--- src/rtl/bmg_pkg.sv ---
// Shared constants, types and the arctangent table of the Box-Muller unit.
// No dependencies.
package bmg_pkg;
	localparam int UNI_W      = 32;
	localparam int OUT_W      = 16;
	localparam int OUT_FRAC   = 12;
	localparam int RAD_FRAC   = 24;
	localparam int RND_SH     = RAD_FRAC - OUT_FRAC;
	localparam int LOG_STEPS  = 32;
	localparam int K_W        = 5;
	localparam int BIGL_W     = 38;
	localparam int W_W        = 38;
	localparam int SQ_IN_W    = 56;
	localparam int SQ_STEPS   = SQ_IN_W / 2;
	localparam int ROOT_W     = SQ_STEPS;
	localparam int REM_W      = ROOT_W + 4;
	localparam int CORDIC_N   = 28;
	localparam int XY_W       = 32;
	localparam int Z_W        = 34;
	localparam int SIDE_W     = UNI_W;

	localparam logic [31:0] TWO_LN2_Q31     = 32'd2977044472;
	localparam logic [30:0] CORDIC_GAIN_Q31 = 31'd1304065748;

	localparam logic [1:0] QUAD_0 = 2'd0;
	localparam logic [1:0] QUAD_1 = 2'd1;
	localparam logic [1:0] QUAD_2 = 2'd2;
	localparam logic [1:0] QUAD_3 = 2'd3;

	typedef logic [31:0] atan_tab_t [0:CORDIC_N-1];
	localparam atan_tab_t ATAN_TURNS = '{
		32'h20000000, 32'h12E4051E, 32'h09FB385B, 32'h051111D4, 32'h028B0D43,
		32'h0145D7E1, 32'h00A2F61E, 32'h00517C55, 32'h0028BE53, 32'h00145F2F,
		32'h000A2F98, 32'h000517CC, 32'h00028BE6, 32'h000145F3, 32'h0000A2FA,
		32'h0000517D, 32'h000028BE, 32'h0000145F, 32'h00000A30, 32'h00000518,
		32'h0000028C, 32'h00000146, 32'h000000A3, 32'h00000051, 32'h00000029,
		32'h00000014, 32'h0000000A, 32'h00000005
	};

	typedef struct packed {
		logic signed [OUT_W-1:0] gauss_cos;
		logic signed [OUT_W-1:0] gauss_sin;
	} gauss_pair_t;
endpackage

--- src/rtl/bmg_sqrt.sv ---
// Pipelined floor square root of w * 2^17, one result bit per stage.
// Depends on bmg_pkg.
module bmg_sqrt import bmg_pkg::*; (
	input  logic              clk,
	input  logic              arst_n,
	input  logic              en,
	input  logic              in_valid,
	input  logic [W_W-1:0]    w,
	input  logic [SIDE_W-1:0] side_in,
	output logic              out_valid,
	output logic [ROOT_W-1:0] root,
	output logic [SIDE_W-1:0] side_out
);
	logic              v_s   [0:SQ_STEPS];
	logic [SQ_IN_W-1:0] rad_s [0:SQ_STEPS];
	logic [ROOT_W-1:0] rt_s  [0:SQ_STEPS];
	logic [REM_W-1:0]  rm_s  [0:SQ_STEPS];
	logic [SIDE_W-1:0] sd_s  [0:SQ_STEPS];

	assign v_s[0]   = in_valid;
	assign rad_s[0] = SQ_IN_W'({w, 17'd0});
	assign rt_s[0]  = '0;
	assign rm_s[0]  = '0;
	assign sd_s[0]  = side_in;

	for (genvar g = 0; g < SQ_STEPS; g++) begin : g_bit
		logic [REM_W-1:0] rem_sh;
		logic [REM_W-1:0] trial;
		logic             take;
		assign rem_sh = {rm_s[g][REM_W-3:0], rad_s[g][SQ_IN_W-1:SQ_IN_W-2]};
		assign trial  = {2'b00, rt_s[g], 2'b01};
		assign take   = rem_sh >= trial;

		always_ff @(posedge clk or negedge arst_n) begin
			if (!arst_n) begin
				v_s[g+1] <= 1'b0;
			end else if (en) begin
				v_s[g+1] <= v_s[g];
			end
		end

		always_ff @(posedge clk) begin
			if (en) begin
				rad_s[g+1] <= {rad_s[g][SQ_IN_W-3:0], 2'b00};
				rm_s[g+1]  <= take ? rem_sh - trial : rem_sh;
				rt_s[g+1]  <= {rt_s[g][ROOT_W-2:0], take};
				sd_s[g+1]  <= sd_s[g];
			end
		end
	end

	assign out_valid = v_s[SQ_STEPS];
	assign root      = rt_s[SQ_STEPS];
	assign side_out  = sd_s[SQ_STEPS];
endmodule

--- config.mk ---
export PLATFORM = sky130hd
export DESIGN_NAME = bmg_sqrt
export DESIGN_NICKNAME = d
export VERILOG_FILES = /design/src/rtl/bmg_pkg.sv /design/src/rtl/bmg_sqrt.sv
export SDC_FILE = /design/constraint.sdc
export NUM_CORES = 2
export LEC_CHECK = 0
export BUFFER_PORTS_ARGS = -buffer_cell sky130_fd_sc_hd__buf_2
export CAP_MARGIN = 25
export CORE_MARGIN = 2
export CORE_UTILIZATION = 45
export DETAILED_ROUTE_END_ITERATION = 6
export PLACE_DENSITY = 0.58
export SYNTH_ARGS = -nofsm -noshare
export SYNTH_HDL_FRONTEND = slang
export SYNTH_SLANG_ARGS = --single-unit
--- constraint.sdc ---
create_clock -name clk -period 8.38 [get_ports clk]
set_input_delay 0.838 -clock clk [delete_from_list [all_inputs] [get_ports clk]]
set_output_delay 0.838 -clock clk [all_outputs]
set_load 0.05 [all_outputs]
Word level (Yosys, flattened, before mapping)
Index checks and enable logic that the tools add are counted. Widths: inputs -> output; s select.

$add $sub $neg: 27. Magnitude comparators: 28. Muxes and demuxes: 27.

Operators by type and width (count): $mux 30 (26); $ge 32x10->1 (1); $ge 32x11->1 (1); $ge 32x12->1 (1); $ge 32x13->1 (1); $ge 32x14->1 (1); $ge 32x15->1 (1); $ge 32x16->1 (1); $ge 32x17->1 (1); $ge 32x18->1 (1); $ge 32x19->1 (1); $ge 32x20->1 (1); $ge 32x21->1 (1); $ge 32x22->1 (1); $ge 32x23->1 (1); $ge 32x24->1 (1); $ge 32x25->1 (1); $ge 32x26->1 (1); $ge 32x27->1 (1); $ge 32x28->1 (1); $ge 32x29->1 (1); $ge 32x3->1 (1); $ge 32x4->1 (1); $ge 32x5->1 (1); 33 further kinds (33).

Bits in registers: 2473. Output and inout bits: 61. Logic and storage cells: 221.

Logic depth before layout (Yosys ltp)
Word-level depth: 2. Mapped depth: 15.

Worst setup path before layout
No wires, ideal clock.

Path type: reg-to-reg. From: register rm_s (netlist bit g_bit[13].rem_sh[16]). To: register rm_s (netlist bit g_bit[14].rem_sh[21]) (data pin). Library setup time: 0.271 ns. Arrival time: 3.273 ns. Setup slack: 4.836 ns. Stages on the path, launching flop included: 11. Clock period less this slack: 3.544 ns. Path through: edfxtp_1 or4_1 or3_1 or3_1 or4_4 or4_4 nor3_4 or4b_1 buf_4 nor4_1 xor2_1.

Word-level cells in the longest chain between the ends: 2. Elaborated cells between the ends (all ways): 3.

Ends and longest elaborated chain: start, declared (line bmg_sqrt.sv:17) `logic [REM_W-1:0] rm_s [0:SQ_STEPS];`; start signal, assigned by index (line bmg_sqrt.sv:45) `rm_s[g+1] <= take ? rem_sh - trial : rem_sh;`; $sub 30x15->30 or $ge 32x15->1 (tied branches) (line bmg_sqrt.sv:45, bmg_sqrt.sv:32); $mux 30 * (line bmg_sqrt.sv:45).

Mark *: on every way between the ends. The rest lies on a longest branch, timed or not. A chain may end at the register's enable or synchronous reset.

Worst setup path in the final report
From: register rm_s (netlist bit g_bit[5].rem_sh[10]). To: register rm_s (netlist bit g_bit[6].rem_sh[19]) (data pin).

Word-level cells in the longest chain between the ends: 2. Elaborated cells between the ends (all ways): 3.

Ends and longest elaborated chain: $ge 32x7->1 (line bmg_sqrt.sv:32) `assign take = rem_sh >= trial;`; via g_bit[5].take (line bmg_sqrt.sv:29) `logic take;`; $mux 30 (line bmg_sqrt.sv:45).

The timed path passes the listed nets, and every way through them passes these cells.

==> impl_metrics.csv <==
group,metric,value,unit
power_and_ir_drop,irDropWorstVdd,0.178,mV
routing,via_per_inst,5.19,
worst_setup_path,crit_arrival,4.90,ns
cts,cts_buffer_depth,4,
place,dpl.cell_count,10300,
run_status,status,"finished clean",
floorplanning,fp.dieW,485,um
floorplanning,core_area,230000,um^2
cts,cts-buffers-inserted,287,
power_and_ir_drop,clkPwrFrac,36.1,%
timing,finalHoldViolations,0,
power_and_ir_drop,pwr-share-seq,49.5,%
worst_hold_path,hold_class,"input port to flop",
power_and_ir_drop,p_leak,0.0437,uW
timing,min_period_over_period,50.8,%
cts,clk_latency,0.91,ns
worst_setup_path,r2r-start,"g_bit[5].rem_sh[10]",
routing,vias,56000,
timing,final-setup-viol-count,0,
timing,drv_slew,0,
routing,drt_iter0_drc,3916,
timing,finalSetupTns,0,ns
final_layout,utilization,51.0,%
synth,synth.cell_area,104000,um^2
synth,async_flop_share,1.14,%
power_and_ir_drop,share_comb_of_total_power,14.4,%
timing,slew_headroom,28.7,%
worst_hold_path,hold_path_depth,1,
grt,gr-usage-met2,26.5,%
worst_setup_path,ff2ff_setup_slack,4.12,ns
synth,synth_area_leader_cell,"edfxtp_1",
grt,grt_pass1_wl,296000,um
routing,ant_nets,0,
worst_setup_path,critical_path_peak_fanout,12,
timing,period_needed,4.26,ns
worst_setup_path,cp-startpoint,"g_bit[5].rem_sh[10]",
place,io_buffers,134,
timing,worstMarginPinSlew,1.06,ns
worst_setup_path,crit_type,"flop to flop",
final_layout,fillers,19300,
timing,max_freq,235,MHz
grt,top_usage_layer,"met2",
place,gp_congestion,0.862,
synth,synth_nets,7727,
final_layout,stdcell_count,10800,
cts,cts_resized,0,
floorplanning,io_pins,135,
final_layout,syn_to_final_growth,12.6,%
worst_hold_path,min_from,"w[22]",
cts,htree_levels,5,
synth,synth_top_area_share,69.8,%
cts,cts_setup_buffers,0,
synth,syn_area_per_cell,14.4,um^2
grt,met3_usage,2.52,%
cts,cts_tree,"done",
worst_setup_path,r2r-end,"g_bit[6].rem_sh[19]",
synth,synthFlopType,"edfxtp_1",
grt,first_global_vias,55700,
worst_setup_path,end_kind,"flop",
timing,rsz0062_at_grt,"no",
cts,cts_num_sinks,2446,
synth,syn_inst,7228,
synth,yosysSeqAreaShare,70.5,%
floorplanning,die_h,485,um
routing,first_pass_iters,7,
synth,synth_seq_cells,2446,
power_and_ir_drop,power_switching,8100,uW
floorplanning,start_util,45.3,%
power_and_ir_drop,internal_power,23900,uW
run,max-cap-violations,0,
grt,track_usage,15.5,%
grt,antenna_found_initial,3,
grt,grt_max_degree,162,
place,dp_hpwl,124000,um
power_and_ir_drop,powerDensity,273,nW/um^2
grt,grt-ovfl-total,0,
floorplanning,die_area,235000,um^2
final_layout,nNetsFinal,8049,
worst_hold_path,holdPathEnd,"rad_s[1553]",
floorplanning,num_rows,176,
worst_setup_path,worstRegToRegCells,10,
cts,clk_transition_reported_paths,0.06,ns
routing,wl_per_cell,17.1,um
synth,synth_area_leaders,"edfxtp_1 (70%), ha_1 (5.0%), xnor2_1 (2.6%)",
routing,drcViolationCount,0,
synth,ys.warnings.count,0,
worst_setup_path,start_kind,"flop",
synth,yosysUniqueCellTypes,84,
grt,grt_use_met1,20.0,%
worst_setup_path,crit_required,9.02,ns
final_layout,drive_gt1_share,9.03,%
synth,synth-edff-count,2418,
cts,root_buffer,"clkbuf_16",
cts,ctsHoldBuffers,1,
power_and_ir_drop,swShare,25.3,%
timing,fin_worst_skew,0.0702,ns
routing,drt-total-wl,184000,um
==> worst max-delay path, cell delays in order, from the launching register on <==
cell and delay (ns):
edfxtp_1 0.41, or4_1 0.59, or3_1 0.39, or4b_2 0.66, or3_1 0.47, nor3_2 0.66
inv_2 0.16, and3_1 0.28, nor4b_1 0.20, nand2b_1 0.09, xnor2_1 0.07
==> power groups by stage <==
stage	Combinational, uW	Sequential [uW]	Clock (uW)
5_1_grt	5180	16000	12400
3_3_place_gp	4520	16100	0
6_report	4610	15900	11600
4_1_cts	4640	15900	12000
3_5_place_dp	4610	16100	0
2_1_floorplan	3390	15800	0
==> cell type report <==
cell class / instances / area, um^2 / area share (%)
antenna: 1 / 2.50 / 0.00214
tap: 3026 / 3790 / 3.23
multi-input combinational: 4082 / 28000 / 23.9
clock inverter: 142 / 1170 / 0.996
clock buffer: 350 / 7570 / 6.46
sequential: 2446 / 73300 / 62.6
timing repair buffer: 184 / 1260 / 1.08
inverter: 549 / 2060 / 1.76
==> routing by layer <==
layer  routed length (um)  part of all wire (%)
met1                80900                    44
met3                 6880                   3.7
met2                90400                    49
met5                    0                     0
met4                 5870                   3.2
==> cells in the final DEF, fill, tap and decap left out, drive strengths merged, types with 53 or more instances in the layout <==
master and n:
clkbuf 351, nand2 448, clkinv 107, buf 182, a21oi 376, nor2b 60
o21a 77, a21o 153, o21ai 384, inv 555, o31ai 53, xnor2 313
or3 74, xor2 290, nor3 160, nor4 85, nand2b 93, ha 417
mux2 84, edfxtp 2418, nand3 90, nor2 385
==> metrics by stage <==
step / instance area, um^2 / setup WS [ns] / hold WS (ns) / power [uW]
2_1_floorplan: 104000 / 4.84 / 0.400 / 19200
3_3_place_gp: 108000 / 3.71 / 0.400 / 20600
3_5_place_dp: 108000 / 4.13 / 0.405 / 20700
4_1_cts: 117000 / 4.12 / 0.00807 / 32500
5_1_grt: 117000 / 3.89 / 0.0226 / 33600
6_report: 117000 / 4.12 / 0.0950 / 32000
==> cell families after synthesis <==
| group | Yosys count | synth area share [%] |
|---|---|---|
| buffers and inverters | 700 | 2.66 |
| xor gates and xnor gates | 603 | 5.08 |
| and+or+nand+nor | 1641 | 7.79 |
| other | 1 | 0.00360 |
| DFF | 2446 | 70.5 |
| adders and majority gates | 425 | 5.17 |
| muxes | 99 | 1.05 |
| AOI/OAI and AO/OA | 1313 | 7.78 |
==> sequential cells by signal (all words and copies together), names as in the netlist <==
signal and count:
sd_s 864, g_bit.rem_sh 792, g_bit.trial 378, rad_s 324
side_out 32, root 28, v_s 27, out_valid 1
==> worst max-delay path by stage <==
stage	to	slack [ns]	depth (start not counted)
CTS	g_bit[6].rem_sh[19]	4.12	10
global placement	g_bit[14].rem_sh[21]	3.71	9
detailed placement	g_bit[6].rem_sh[21]	4.13	10
finish	g_bit[6].rem_sh[19]	4.12	10
floorplan	g_bit[14].rem_sh[21]	4.84	10
global route	g_bit[6].rem_sh[19]	3.89	10
==> synth_stat cells, types with 11 or more instances <==
| library cell | number |
|---|---|
| xnor2_1 | 313 |
| nor2_1 | 385 |
| nand2_1 | 448 |
| nand3_1 | 90 |
| nor2b_1 | 60 |
| or2_2 | 30 |
| edfxtp_1 | 2418 |
| o41ai_1 | 17 |
| a31oi_1 | 33 |
| nand3b_1 | 18 |
| clkbuf_1 | 108 |
| inv_1 | 546 |
| and2_1 | 15 |
| a211o_1 | 11 |
| o31ai_1 | 53 |
| nand4_1 | 51 |
| and3_1 | 37 |
| a31o_2 | 11 |
| a21o_1 | 153 |
| mux2i_1 | 15 |
| nor3_1 | 158 |
| or4_1 | 49 |
| mux2_2 | 84 |
| a2111oi_0 | 15 |
| o211ai_1 | 26 |
| a21oi_1 | 376 |
| or3_1 | 74 |
| nor4_1 | 84 |
| o21a_1 | 77 |
| a211oi_1 | 26 |
| nand2b_1 | 93 |
| a21boi_0 | 15 |
| dfrtp_1 | 28 |
| o21bai_1 | 43 |
| ha_1 | 417 |
| buf_4 | 35 |
| xor2_1 | 290 |
| o21ai_0 | 380 |
(Power assumes the default switching activity.)
